--- src/tdmt_pkg.sv ---
package tdmt_pkg;

   // Table geometry
   localparam int SLOTS     = 10;
   localparam int IDX_W     = (SLOTS > 1) ? $clog2(SLOTS) : 1;
   localparam int CNT_W     = $clog2(SLOTS + 1);

   // Field widths
   localparam int ACTION_W  = 2;
   localparam int MSG_W     = 6;
   localparam int TIME_W    = 32;
   localparam int SLOT_W    = 4;
   localparam int OUTCOME_W = 2;
   localparam int ACTIVE_W  = 4;
   localparam int TIMEOUT_W = 8;

   // Width used to compare a requested slot against the fill count
   localparam int CMP_W     = (CNT_W > SLOT_W) ? CNT_W : SLOT_W;

   // Timeout in milliseconds: seconds times a constant below 2**10
   localparam int MS_PER_S        = 1000;
   localparam int LIMIT_W         = TIMEOUT_W + 10;
   localparam int DEFAULT_TIMEOUT = 5;

   // Stream packing
   localparam int REQ_DATA_W = 48;
   localparam int RSP_DATA_W = 48;
   localparam int RSP_USER_W = OUTCOME_W + 1;

   typedef enum logic [ACTION_W-1:0] {
      ACT_SHOW = 2'd0,
      ACT_TICK = 2'd1,
      ACT_READ = 2'd2,
      ACT_NONE = 2'd3
   } action_type;

   typedef enum logic [OUTCOME_W-1:0] {
      OUT_INSERTED  = 2'd0,
      OUT_REFRESHED = 2'd1,
      OUT_DROPPED   = 2'd2,
      OUT_OTHER     = 2'd3
   } outcome_type;

   typedef enum logic [1:0] {
      ST_IDLE,
      ST_SHOW,
      ST_TICK,
      ST_EMIT
   } state_type;

   typedef struct packed {
      logic        load;
      logic        step;
      logic        refresh;
      logic        insert;
      logic        copy;
      logic        commit;
      logic        set_outcome;
      outcome_type outcome;
      logic        emit;
   } dp_cmd_type;

   typedef struct packed {
      logic walk_done;
      logic match;
      logic keep;
      logic full;
      logic rsp_free;
   } dp_status_type;

endpackage

--- src/tdmt_ctrl.sv ---
module tdmt_ctrl (
   input  logic                     clock,
   input  logic                     reset,
   input  logic                     req_tvalid,
   input  logic [tdmt_pkg::ACTION_W-1:0] req_action,
   output logic                     req_tready,
   input  tdmt_pkg::dp_status_type  status,
   output tdmt_pkg::dp_cmd_type     cmd
);

   tdmt_pkg::state_type state_ff;
   tdmt_pkg::state_type state_in;

   always_ff @(posedge clock) begin
      if (reset) begin
         state_ff <= tdmt_pkg::ST_IDLE;
      end else begin
         state_ff <= state_in;
      end
   end

   always_comb begin
      state_in        = state_ff;
      req_tready      = 1'b0;
      cmd             = '0;
      cmd.outcome     = tdmt_pkg::OUT_OTHER;
      case (state_ff)
         tdmt_pkg::ST_IDLE: begin
            req_tready = 1'b1;
            if (req_tvalid) begin
               cmd.load = 1'b1;
               case (tdmt_pkg::action_type'(req_action))
                  tdmt_pkg::ACT_SHOW: state_in = tdmt_pkg::ST_SHOW;
                  tdmt_pkg::ACT_TICK: state_in = tdmt_pkg::ST_TICK;
                  default:            state_in = tdmt_pkg::ST_EMIT;
               endcase
            end
         end
         tdmt_pkg::ST_SHOW: begin
            if (status.walk_done) begin
               // no match anywhere: take the first free slot or drop
               cmd.set_outcome = 1'b1;
               if (status.full) begin
                  cmd.outcome = tdmt_pkg::OUT_DROPPED;
               end else begin
                  cmd.insert  = 1'b1;
                  cmd.outcome = tdmt_pkg::OUT_INSERTED;
               end
               state_in = tdmt_pkg::ST_EMIT;
            end else if (status.match) begin
               cmd.refresh     = 1'b1;
               cmd.set_outcome = 1'b1;
               cmd.outcome     = tdmt_pkg::OUT_REFRESHED;
               state_in        = tdmt_pkg::ST_EMIT;
            end else begin
               cmd.step = 1'b1;
            end
         end
         tdmt_pkg::ST_TICK: begin
            if (status.walk_done) begin
               cmd.commit = 1'b1;
               state_in   = tdmt_pkg::ST_EMIT;
            end else begin
               cmd.copy = status.keep;
               cmd.step = 1'b1;
            end
         end
         tdmt_pkg::ST_EMIT: begin
            if (status.rsp_free) begin
               cmd.emit = 1'b1;
               state_in = tdmt_pkg::ST_IDLE;
            end
         end
         default: begin
            state_in = tdmt_pkg::ST_IDLE;
         end
      endcase
   end

endmodule

--- src/tdmt_dp.sv ---
module tdmt_dp (
   input  logic                                clock,
   input  logic                                reset,
   // item fields
   input  logic [tdmt_pkg::ACTION_W-1:0]       req_action,
   input  logic [tdmt_pkg::MSG_W-1:0]          req_message_id,
   input  logic [tdmt_pkg::TIME_W-1:0]         req_now_ms,
   input  logic [tdmt_pkg::SLOT_W-1:0]         req_slot_index,
   // timeout register write
   input  logic                                csr_write,
   input  logic [tdmt_pkg::TIMEOUT_W-1:0]      csr_data,
   // control
   input  tdmt_pkg::dp_cmd_type                cmd,
   output tdmt_pkg::dp_status_type             status,
   // result register
   output logic                                rsp_valid,
   input  logic                                rsp_ready,
   output tdmt_pkg::outcome_type               rsp_outcome,
   output logic [tdmt_pkg::ACTIVE_W-1:0]       rsp_active_count,
   output logic                                rsp_read_valid,
   output logic [tdmt_pkg::MSG_W-1:0]          rsp_read_message,
   output logic [tdmt_pkg::TIME_W-1:0]         rsp_read_time
);

   localparam int IDX_W  = tdmt_pkg::IDX_W;
   localparam int CNT_W  = tdmt_pkg::CNT_W;
   localparam int MSG_W  = tdmt_pkg::MSG_W;
   localparam int TIME_W = tdmt_pkg::TIME_W;

   // entry store, packed: slots below the count are live
   logic [MSG_W-1:0]  entry_message_ff [tdmt_pkg::SLOTS];
   logic [TIME_W-1:0] entry_stamp_ff   [tdmt_pkg::SLOTS];

   logic [CNT_W-1:0]  count_ff, count_in;
   logic [CNT_W-1:0]  idx_ff, idx_in;
   logic [CNT_W-1:0]  dst_ff, dst_in;
   logic [tdmt_pkg::LIMIT_W-1:0] limit_ff, limit_in;

   tdmt_pkg::action_type       action_ff;
   logic [MSG_W-1:0]           id_ff;
   logic [TIME_W-1:0]          now_ff;
   logic [tdmt_pkg::SLOT_W-1:0] slot_ff;
   tdmt_pkg::outcome_type      outcome_ff;

   logic                       rsp_valid_ff;
   tdmt_pkg::outcome_type      rsp_outcome_ff;
   logic [tdmt_pkg::ACTIVE_W-1:0] rsp_count_ff;
   logic                       rsp_rvalid_ff;
   logic [MSG_W-1:0]           rsp_msg_ff;
   logic [TIME_W-1:0]          rsp_time_ff;

   logic [tdmt_pkg::CMP_W-1:0] slot_ext;
   logic [IDX_W-1:0]           rd_addr;
   logic [MSG_W-1:0]           rd_message;
   logic [TIME_W-1:0]          rd_stamp;
   logic [TIME_W-1:0]          age;
   logic                       slot_live;

   logic                       wr_en;
   logic [IDX_W-1:0]           wr_addr;
   logic [MSG_W-1:0]           wr_message;
   logic [TIME_W-1:0]          wr_stamp;

   // single read port: walk index while scanning, requested slot on emit
   assign slot_ext   = tdmt_pkg::CMP_W'(slot_ff);
   assign rd_addr    = cmd.emit ? slot_ext[IDX_W-1:0] : idx_ff[IDX_W-1:0];
   assign rd_message = entry_message_ff[rd_addr];
   assign rd_stamp   = entry_stamp_ff[rd_addr];
   assign age        = now_ff - rd_stamp;
   assign slot_live  = (action_ff == tdmt_pkg::ACT_READ) &&
                       (slot_ext < tdmt_pkg::CMP_W'(count_ff));

   assign status.walk_done = (idx_ff == count_ff);
   assign status.match     = (rd_message == id_ff);
   assign status.keep      = (age <= TIME_W'(limit_ff));
   assign status.full      = (count_ff == CNT_W'(tdmt_pkg::SLOTS));
   assign status.rsp_free  = !rsp_valid_ff || rsp_ready;

   // single write port
   always_comb begin
      wr_en      = 1'b0;
      wr_addr    = idx_ff[IDX_W-1:0];
      wr_message = id_ff;
      wr_stamp   = now_ff;
      if (cmd.refresh) begin
         wr_en = 1'b1;
      end else if (cmd.insert) begin
         wr_en   = 1'b1;
         wr_addr = count_ff[IDX_W-1:0];
      end else if (cmd.copy) begin
         wr_en      = 1'b1;
         wr_addr    = dst_ff[IDX_W-1:0];
         wr_message = rd_message;
         wr_stamp   = rd_stamp;
      end
   end

   always_ff @(posedge clock) begin
      if (wr_en) begin
         entry_message_ff[wr_addr] <= wr_message;
         entry_stamp_ff[wr_addr]   <= wr_stamp;
      end
   end

   always_comb begin
      count_in = count_ff;
      idx_in   = idx_ff;
      dst_in   = dst_ff;
      limit_in = limit_ff;
      if (csr_write) begin
         limit_in = tdmt_pkg::LIMIT_W'(csr_data) *
                    tdmt_pkg::LIMIT_W'(tdmt_pkg::MS_PER_S);
      end
      if (cmd.load) begin
         idx_in = '0;
         dst_in = '0;
      end
      if (cmd.step) begin
         idx_in = idx_ff + CNT_W'(1);
      end
      if (cmd.copy) begin
         dst_in = dst_ff + CNT_W'(1);
      end
      if (cmd.insert) begin
         count_in = count_ff + CNT_W'(1);
      end
      if (cmd.commit) begin
         count_in = dst_ff;
      end
   end

   always_ff @(posedge clock) begin
      if (reset) begin
         count_ff     <= '0;
         limit_ff     <= tdmt_pkg::LIMIT_W'(tdmt_pkg::DEFAULT_TIMEOUT * tdmt_pkg::MS_PER_S);
         rsp_valid_ff <= 1'b0;
      end else begin
         count_ff <= count_in;
         limit_ff <= limit_in;
         if (cmd.emit) begin
            rsp_valid_ff <= 1'b1;
         end else if (rsp_ready) begin
            rsp_valid_ff <= 1'b0;
         end
      end
   end

   always_ff @(posedge clock) begin
      idx_ff <= idx_in;
      dst_ff <= dst_in;
      if (cmd.load) begin
         action_ff  <= tdmt_pkg::action_type'(req_action);
         id_ff      <= req_message_id;
         now_ff     <= req_now_ms;
         slot_ff    <= req_slot_index;
         outcome_ff <= tdmt_pkg::OUT_OTHER;
      end else if (cmd.set_outcome) begin
         outcome_ff <= cmd.outcome;
      end
      if (cmd.emit) begin
         rsp_outcome_ff <= outcome_ff;
         rsp_count_ff   <= tdmt_pkg::ACTIVE_W'(count_ff);
         rsp_rvalid_ff  <= slot_live;
         rsp_msg_ff     <= slot_live ? rd_message : '0;
         rsp_time_ff    <= slot_live ? rd_stamp : '0;
      end
   end

   assign rsp_valid        = rsp_valid_ff;
   assign rsp_outcome      = rsp_outcome_ff;
   assign rsp_active_count = rsp_count_ff;
   assign rsp_read_valid   = rsp_rvalid_ff;
   assign rsp_read_message = rsp_msg_ff;
   assign rsp_read_time    = rsp_time_ff;

`ifndef SYNTHESIS
   a_count_bound: assert property (@(posedge clock) disable iff (reset)
      count_ff <= CNT_W'(tdmt_pkg::SLOTS))
      else $error("fill count above table size");

   a_insert_room: assert property (@(posedge clock) disable iff (reset)
      cmd.insert |-> (count_ff < CNT_W'(tdmt_pkg::SLOTS)))
      else $error("insert into a full table");

   a_copy_down: assert property (@(posedge clock) disable iff (reset)
      cmd.copy |-> (dst_ff <= idx_ff) && (idx_ff < count_ff))
      else $error("compaction moves an entry upward or past the count");

   a_emit_shows: assert property (@(posedge clock) disable iff (reset)
      cmd.emit |=> rsp_valid_ff)
      else $error("result lost after emit");
`endif

endmodule

--- src/timed_dedup_message_table.sv ---
// Channel | Dir | Handshake             | Payload
// req     | in  | req_tvalid/req_tready | tuser: action; tdata: id, now_ms, slot
// rsp     | out | rsp_tvalid/rsp_tready | tuser: outcome, read_valid; tdata: count, read
// csr     | in  | csr_valid/csr_ready   | csr_data: timeout_seconds
//
// A show or tick walks the live slots one per cycle through the single entry
// read port, and a show stops early at a matching slot. Read and unused actions
// skip the walk and go straight to the result.
// Synchronous reset empties the table and sets the timeout to 5 s.
// A result waits in the output register; the block takes the next beat meanwhile
// and stalls only when a new result finds that register still occupied.
module timed_dedup_message_table (
   input  logic                                  clock,
   input  logic                                  reset,
   // request stream
   input  logic                                  req_tvalid,
   output logic                                  req_tready,
   input  logic [tdmt_pkg::ACTION_W-1:0]         req_tuser,  // [1:0] action
   input  logic [tdmt_pkg::REQ_DATA_W-1:0]       req_tdata,  // [5:0] message_id,
                                                             // [37:6] now_ms,
                                                             // [41:38] slot_index,
                                                             // [47:42] zero
   // result stream
   output logic                                  rsp_tvalid,
   input  logic                                  rsp_tready,
   output logic [tdmt_pkg::RSP_USER_W-1:0]       rsp_tuser,  // [1:0] outcome,
                                                             // [2] read_valid
   output logic [tdmt_pkg::RSP_DATA_W-1:0]       rsp_tdata,  // [3:0] active_count,
                                                             // [9:4] read_message,
                                                             // [41:10] read_time,
                                                             // [47:42] zero
   // timeout register write
   input  logic                                  csr_valid,
   output logic                                  csr_ready,
   input  logic [tdmt_pkg::TIMEOUT_W-1:0]        csr_data
);

   localparam int MSG_LO  = 0;
   localparam int NOW_LO  = MSG_LO + tdmt_pkg::MSG_W;
   localparam int SLOT_LO = NOW_LO + tdmt_pkg::TIME_W;
   localparam int SLOT_HI = SLOT_LO + tdmt_pkg::SLOT_W;

   localparam int RMSG_LO  = tdmt_pkg::ACTIVE_W;
   localparam int RTIME_LO = RMSG_LO + tdmt_pkg::MSG_W;
   localparam int RTIME_HI = RTIME_LO + tdmt_pkg::TIME_W;

   tdmt_pkg::dp_cmd_type    cmd;
   tdmt_pkg::dp_status_type status;

   tdmt_pkg::outcome_type              rsp_outcome;
   logic [tdmt_pkg::ACTIVE_W-1:0]      rsp_active_count;
   logic                               rsp_read_valid;
   logic [tdmt_pkg::MSG_W-1:0]         rsp_read_message;
   logic [tdmt_pkg::TIME_W-1:0]        rsp_read_time;

   // Timeout writes must land only while idle; the block does not enforce this and always takes them.
   assign csr_ready = 1'b1;

   tdmt_ctrl u_ctrl (
      .clock      (clock),
      .reset      (reset),
      .req_tvalid (req_tvalid),
      .req_action (req_tuser),
      .req_tready (req_tready),
      .status     (status),
      .cmd        (cmd)
   );

   tdmt_dp u_dp (
      .clock            (clock),
      .reset            (reset),
      .req_action       (req_tuser),
      .req_message_id   (req_tdata[NOW_LO-1:MSG_LO]),
      .req_now_ms       (req_tdata[SLOT_LO-1:NOW_LO]),
      .req_slot_index   (req_tdata[SLOT_HI-1:SLOT_LO]),
      .csr_write        (csr_valid & csr_ready),
      .csr_data         (csr_data),
      .cmd              (cmd),
      .status           (status),
      .rsp_valid        (rsp_tvalid),
      .rsp_ready        (rsp_tready),
      .rsp_outcome      (rsp_outcome),
      .rsp_active_count (rsp_active_count),
      .rsp_read_valid   (rsp_read_valid),
      .rsp_read_message (rsp_read_message),
      .rsp_read_time    (rsp_read_time)
   );

   // Pack the result beat, zero fill to whole bytes.
   assign rsp_tuser = {rsp_read_valid, rsp_outcome};
   assign rsp_tdata = {{(tdmt_pkg::RSP_DATA_W - RTIME_HI){1'b0}},
                       rsp_read_time, rsp_read_message, rsp_active_count};

endmodule

--- config.mk ---
export PLATFORM = sky130hd
export DESIGN_NAME = timed_dedup_message_table
export DESIGN_NICKNAME = d
export VERILOG_FILES = /design/src/tdmt_pkg.sv /design/src/tdmt_ctrl.sv /design/src/tdmt_dp.sv /design/src/timed_dedup_message_table.sv
export SDC_FILE = /design/constraint.sdc
export NUM_CORES = 1
export LEC_CHECK = 0
export ABC_CLOCK_PERIOD_IN_PS = 15300
export BUFFER_PORTS_ARGS = -buffer_cell sky130_fd_sc_hd__buf_2
export CAP_MARGIN = 20
export CORE_ASPECT_RATIO = 1.5
export CORE_UTILIZATION = 50
export CTS_CLUSTER_SIZE = 30
export DETAILED_ROUTE_END_ITERATION = 8
export MAX_ROUTING_LAYER = met4
export PLACE_DENSITY = 0.67
export SYNTH_ARGS = -nofsm -noshare
export SYNTH_HDL_FRONTEND = slang
export SYNTH_SLANG_ARGS = --single-unit
--- constraint.sdc ---
create_clock -name clock -period 15.3 [get_ports clock]
set_input_delay 1.53 -clock clock [delete_from_list [all_inputs] [get_ports clock]]
set_output_delay 1.53 -clock clock [all_outputs]
set_load 0.05 [all_outputs]
* After elaboration in Yosys (flattened, before gate mapping)
Memory sizes are Yosys's and may differ from the RTL's.
Cells that the tools add are included.
** Storage, ports and cells
- Bits in registers :: 121
- RAM bits :: 380
- Input bits :: 63
- Output and inout bits :: 54
- Logic and storage cells :: 96
- Memories :: 2
** Memories
- u_dp.entry_stamp_ff :: depth 10, width 32, read ports 1, clocked after Yosys merged registers in 0, write ports 1, line tdmt_dp.sv:32 : logic [TIME_W-1:0] entry_stamp_ff [tdmt_pkg::SLOTS];
- u_dp.entry_message_ff :: depth 10, width 6, read ports 1, clocked after Yosys merged registers in 0, write ports 1, line tdmt_dp.sv:31 : logic [MSG_W-1:0] entry_message_ff [tdmt_pkg::SLOTS];
** Cells by class
- Add/subtract/negate cells :: 4
- Multipliers :: 1
- Order comparisons :: 2
- Equality and inequality tests :: 12
- Mux-type cells :: 49
- Reductions and logical operators :: 10
** Operator list (count)
- 2-to-1 mux 32 bit :: 3
- 2-to-1 mux 4 bit :: 9
- less-or-equal comparator 32 x 18 -> 1 bit :: 1
- subtractor 32 bit :: 1
- 2-to-1 mux 1 bit :: 19
- 2-to-1 mux 2 bit :: 9
- 2-to-1 mux 6 bit :: 3
- multiplier 8 x 7 -> 15 bit (second input constant) :: 1
- adder 4 x 1 -> 4 bit (second input constant) :: 3
- 2-to-1 mux 3 bit :: 3
- one-hot mux 2 bit (4 select lines) :: 1
- nonzero test 2 bit :: 4
- equality test 2 bit (second input constant) :: 3
- equality test 6 bit :: 1
- != test 2 bit (second input constant) :: 3
- equality test 2 x 1 -> 1 bit (second input constant) :: 2
- equality test 4 bit :: 1
- equality test 4 bit (second input constant) :: 1
- logical NOT 2 bit :: 2
- less-than comparator 4 bit :: 1
- one-hot mux 2 bit (2 select lines) :: 1
- AND reduction 4 bit :: 1
- != test 3 bit (second input constant) :: 1
- one-hot mux 1 bit (2 select lines) :: 1
- 3 further kinds :: 3

* Logic depth before layout (Yosys ltp)
An unclocked memory read counts as a cell.
- Depth after elaboration :: 15
- Depth in mapped cells :: 35
- Depth with buffers taken out :: 29

* By module
Synthesis repeated with hierarchy kept, for this count alone.
** Unflattened totals
- Cells, all modules :: 1460
- Area total of the unflattened synthesis :: 22929.5 µm²
** By module, submodules not included
- tdmt_dp :: instances 1, cells an instance 1414, area an instance 22559.1 µm², seq. area each 14764.2 µm²
- tdmt_ctrl :: instances 1, cells an instance 36, area an instance 302.8 µm², seq. area each 40.0 µm²
- timed_dedup_message_table :: instances 1, cells an instance 10, area an instance 67.6 µm², seq. area each 0.0 µm²

* Worst setup path before layout
No wires, ideal clock.
- Kind :: input-to-reg
- From :: input port rsp_tready
- To :: memory u_dp.entry_message_ff[1][0], enable pin
- Library setup time :: 0.542 ns
- Arrival :: 11.477 ns
- Required time :: 14.758 ns
- Slack :: 3.281 ns
- Cell stages on the path :: 31
- Path buffers :: 4
- Path through :: nand2b_4 -> buf_8 -> nand2_1 -> inv_1 -> a21o_1 -> buf_2 -> clkbuf_1 -> and3_1 -> a21oi_1 -> inv_1 -> ha_1 -> and3_1 -> a221o_1 -> nand2_1 -> nand2_1 -> o21ai_0 -> nand2b_1 -> a21oi_1 -> xnor2_1 -> ha_1 -> nand4_1 -> nor4_1 -> o21ai_0 -> a311oi_1 -> o21ai_0 -> nor4_1 -> and4b_1 -> buf_4 -> o221ai_1 -> a31o_2 -> nor4b_1
** RTL lines
- from (decl) :: line timed_dedup_message_table.sv:25 : input logic rsp_tready,
- to (decl) :: line tdmt_dp.sv:31

* Worst setup path after layout
- From :: register u_ctrl.state_ff[0]
- To :: memory u_dp.entry_stamp_ff[2][24], enable pin
** On the way
- Cells in the longest elaborated chain, start to end :: 13
- Elaborated cells on any way between the ends :: 23
** RTL lines
- from (decl) :: line tdmt_ctrl.sv:11 : tdmt_pkg::state_type state_ff;
- from (signal assigned) :: line tdmt_ctrl.sv:16 : state_ff <= tdmt_pkg::ST_IDLE;
- from (signal assigned) :: line tdmt_ctrl.sv:18 : state_ff <= state_in;
- equality test 2 bit (*) :: line tdmt_ctrl.sv:27 : case (state_ff)
- 2-to-1 mux 1 bit (*) :: line tdmt_ctrl.sv:27
- 2-to-1 mux 4 bit (*) :: line tdmt_dp.sv:66 : assign rd_addr = cmd.emit ? slot_ext[IDX_W-1:0] : idx_ff[IDX_W-1:0];
- memory (10 x 32 bit) (*)
- net u_dp.rd_stamp[0] :: line tdmt_dp.sv:55 : logic [TIME_W-1:0] rd_stamp;
- subtractor 32 bit (*) :: line tdmt_dp.sv:69 : assign age = now_ff - rd_stamp;
- less-or-equal comparator 32 x 18 -> 1 bit (*) :: line tdmt_dp.sv:75 : assign status.keep = (age <= TIME_W'(limit_ff));
- 2-to-1 mux 1 bit (*) :: line tdmt_ctrl.sv:60 : if (status.walk_done) begin
- 2-to-1 mux 2 bit (*) :: line tdmt_ctrl.sv:27
- 2-to-1 mux 1 bit :: line tdmt_dp.sv:90 : end else if (cmd.copy) begin
- 2-to-1 mux 1 bit :: line tdmt_dp.sv:87 : end else if (cmd.insert) begin
- 2-to-1 mux 1 bit :: line tdmt_dp.sv:85 : if (cmd.refresh) begin
- 2-to-1 mux 1 bit :: line tdmt_dp.sv:99 : if (wr_en) begin
- 2-to-1 mux 1 bit (implied by the code) :: line tdmt_dp.sv:101 : entry_stamp_ff[wr_addr] <= wr_stamp;
- to (decl) :: line tdmt_dp.sv:32
The timed path passes the listed nets; every way through them passes the cells marked *.

==> impl_results.md <==
- DR WL/cell: 24.0 µm
- Die X: 182 µm
- CP Launch Type: flop
- RSZ-0062 raised after global routing: no
- Starting DRT DRC Count: 1139
- Pin count of the biggest net entering global routing: 77
- Max-Cap Viols: 0
- Period utilisation layout: 71.4%
- Layout Nets: 2085
- Period minus WS final: about 11 ns
- Multi-input logic area: 8720 µm²
- Sum Neg Setup Slack: 0 ns
- CTS Buf Count: 47
- Dpl ws: 3.94 ns
- Hpwl dp: approximately 40000 µm
- Final setup margin: 4.38 ns
- Top area cells in the synthesized netlist: edfxtp_1 59%, mux4_2 5.8%, ha_1 4.8%, nand2_1 2.8%, a21oi_1 2.1%
- Slowest cell on the critical path: nor4_2
- Final hold violation count: 0
- Worst EP required: about 16 ns
- TritonCTS clock tree: done
- Detailed-router iteration count before antenna repair: 5
- PwrDens: 214 nW/µm²
- Clock tree sinks: 501
- H-tree depth: 2
- Via count: 15639
- PortBufs: 103
- Pleak: 9.96 nW
- Worst-skew pair later-pin latency: 0.59 ns
- DRC: 0
- Async SR Flop Fraction: 0%
- Hold-fix buffers at CTS: 0
- Post-CTS Setup Bufs: 0
- Mapped Avg Cell Area: 13.4 µm²
- Post-synth EDFFs: 477
- Fin util: 56.4%
- Fraction of layout cells with a size suffix above 1: 16.2%
- Max Root-Sink Buffers: 3
- Worst Path Arrival: 11.13 ns
- Synth area leader: edfxtp_1
- CORE AREA: 47800 µm²
- CP Max Fanout: 76
- Endpoints failing setup: 0
- Vias in the first global route: 16081
- Peak supply drop: 0.117 mV
- Antenna violations before repair: 0
- Sequential standard cell area: 14800 µm²
- Grt ovf: 0
- Cells after synthesis: roughly 1800
- Post-Route WL: approximately 60000 µm
- CP most frequent cell: buf_4
- Die Area: 49400 µm²
- Synth cell types: between 80 and 90
- Commonest non-fill, non-tap cells in the layout: 477 x edfxtp_1, 180 x nand2_1, 103 x a21oi_1, 103 x buf_2, 98 x inv_1
- Setup Crit Path Kind: reg -> reg
- Synth Flop Type: edfxtp_1
- Antenna Cells: 0
- Post-CTS Resized: 0
- FP Rows: 98
- Synth-to-Final Area Change: 11.1%
- Starting Density: around half
- Slew Viols, Final: 0
- Outcome: completed
- Reg clk slew, reported paths: 0.06 ns
- First-pass GRT wire length: 93300 µm
- Fill count: 3873
- Worst rel slew slack: 24.9%
- Proportion of netlist area held by the largest area contributor: ~60%
- Yosys warns: 0
- Syn Std Cell Area: approximately 24000 µm²
- Die Span Y: 272 µm
- Hold Crit Class: reg -> reg
- CP max stage delay: 0.82 ns
- Sequential element share of the synthesized area: 61.0%
- Io pins: 117
- Post-synthesis register bit count: approximately 500
- Final clock skew: between 0.02 and 0.025 ns
- Commonest non-fill, non-tap cell in the layout: edfxtp_1
- Clk root buf: clkbuf_16
- Achievable frequency: 91.6 MHz
- Remaining antenna violation count: 0
- All-layer global routing usage: 25.8%
- RD Place Congestion: 0.957
- Vias per cell: slightly above 6
- Worst-margin pin slew: 1.11 ns
- CP endpoint kind: flop
==> Yosys cell counts, types with 36 or more instances <==
| master | number |
|---|---|
| edfxtp_1 | 477 |
| nand2_1 | 182 |
| a21oi_1 | 104 |
| inv_1 | 100 |
| nor2_1 | 96 |
| ha_1 | 94 |
| o21ai_0 | 81 |
| mux4_2 | 62 |
| mux2i_1 | 46 |
| and3_1 | 42 |
| clkbuf_1 | 41 |
| nand3_1 | 40 |
| nand2b_1 | 36 |
==> area by class of cell <==
type / count / area share, %
Sequential cell: 501 / 54.9
Inverter: 100 / 1.39
Timing Repair Buffer: 136 / 2.84
Clock inverter: 28 / 1.15
Multi-Input combinational cell: 1120 / 32.4
Tap cell: 600 / 2.78
Clock buffer: 59 / 4.57
==> report_power, final <==
part           switching (mW)  internal (mW)
sequential             0.0579           1.65
clock                   0.516          0.662
combinational            1.82           1.07
total                    2.40           3.38
==> per-stage QoR <==
stage	instances	hold slack [ns]	cell area [µm²]	total power, mW
5_1_grt	2544	0.449	27000	6.11
6_report	2544	0.445	27000	5.78
2_1_floorplan	1812	0.408	24300	3.80
3_3_place_gp	2455	0.421	25400	4.56
4_1_cts	2543	0.443	27000	5.78
3_5_place_dp	2456	0.428	25400	4.60
==> metal layers <==
layer / vias up / track usage [%] / wire length [µm]
met4: 0 / 9.31 / 1850
met1: 7892 / 30.7 / 24200
met5: - / - / 0
li1: 7019 / - / -
met3: 137 / 2.49 / 3010
met2: 591 / 45.7 / 32200
==> kinds of logic (layout without fill, tap and decap cells) <==
group | after synthesis | after routing | synth area share (%)
AOI/OAI and AO/OA | 364 | 364 | 9.85
xor gates and xnor gates | 44 | 44 | 1.59
adders and majority gates | 116 | 116 | 6.66
buffers and inverters | 191 | 323 | 3.50
DFF | 501 | 501 | 61.0
muxes | 111 | 111 | 7.79
other | 2 | 7 | 0.0309
and+or+nand+nor | 478 | 478 | 9.58
==> state kept, by name, indices dropped and copies added (netlist names), 6 cells and up <==
register,cells
u_dp.now_ff,32
u_dp.id_ff,6
u_dp.entry_stamp_ff,320
u_dp.rsp_read_message,6
u_dp.entry_message_ff,60
u_dp.rsp_read_time,32
u_dp.limit_ff,15
==> final timing paths <==
kind	start	slack, ns	to	depth (start not counted)
worst min-delay path	u_dp.outcome_ff[1]	0.45	u_dp.rsp_outcome[1]	0
worst max register to register	u_ctrl.state_ff[0]	4.38	u_dp.entry_stamp_ff[2][24]	32
worst max-delay path	u_ctrl.state_ff[0]	4.38	u_dp.entry_stamp_ff[2][24]	32
worst min register to register	u_dp.outcome_ff[1]	0.45	u_dp.rsp_outcome[1]	0
==> critical path, delay by kind of cell, from the launching register on <==
kind,cells,cell delay [ns]
buf+inv,6,3.01
mux,1,0.29
fa+ha+maj,3,0.71
compound gates,10,2.99
simple gates,12,3.11
flops,1,0.34
(Power assumes the default switching activity.)
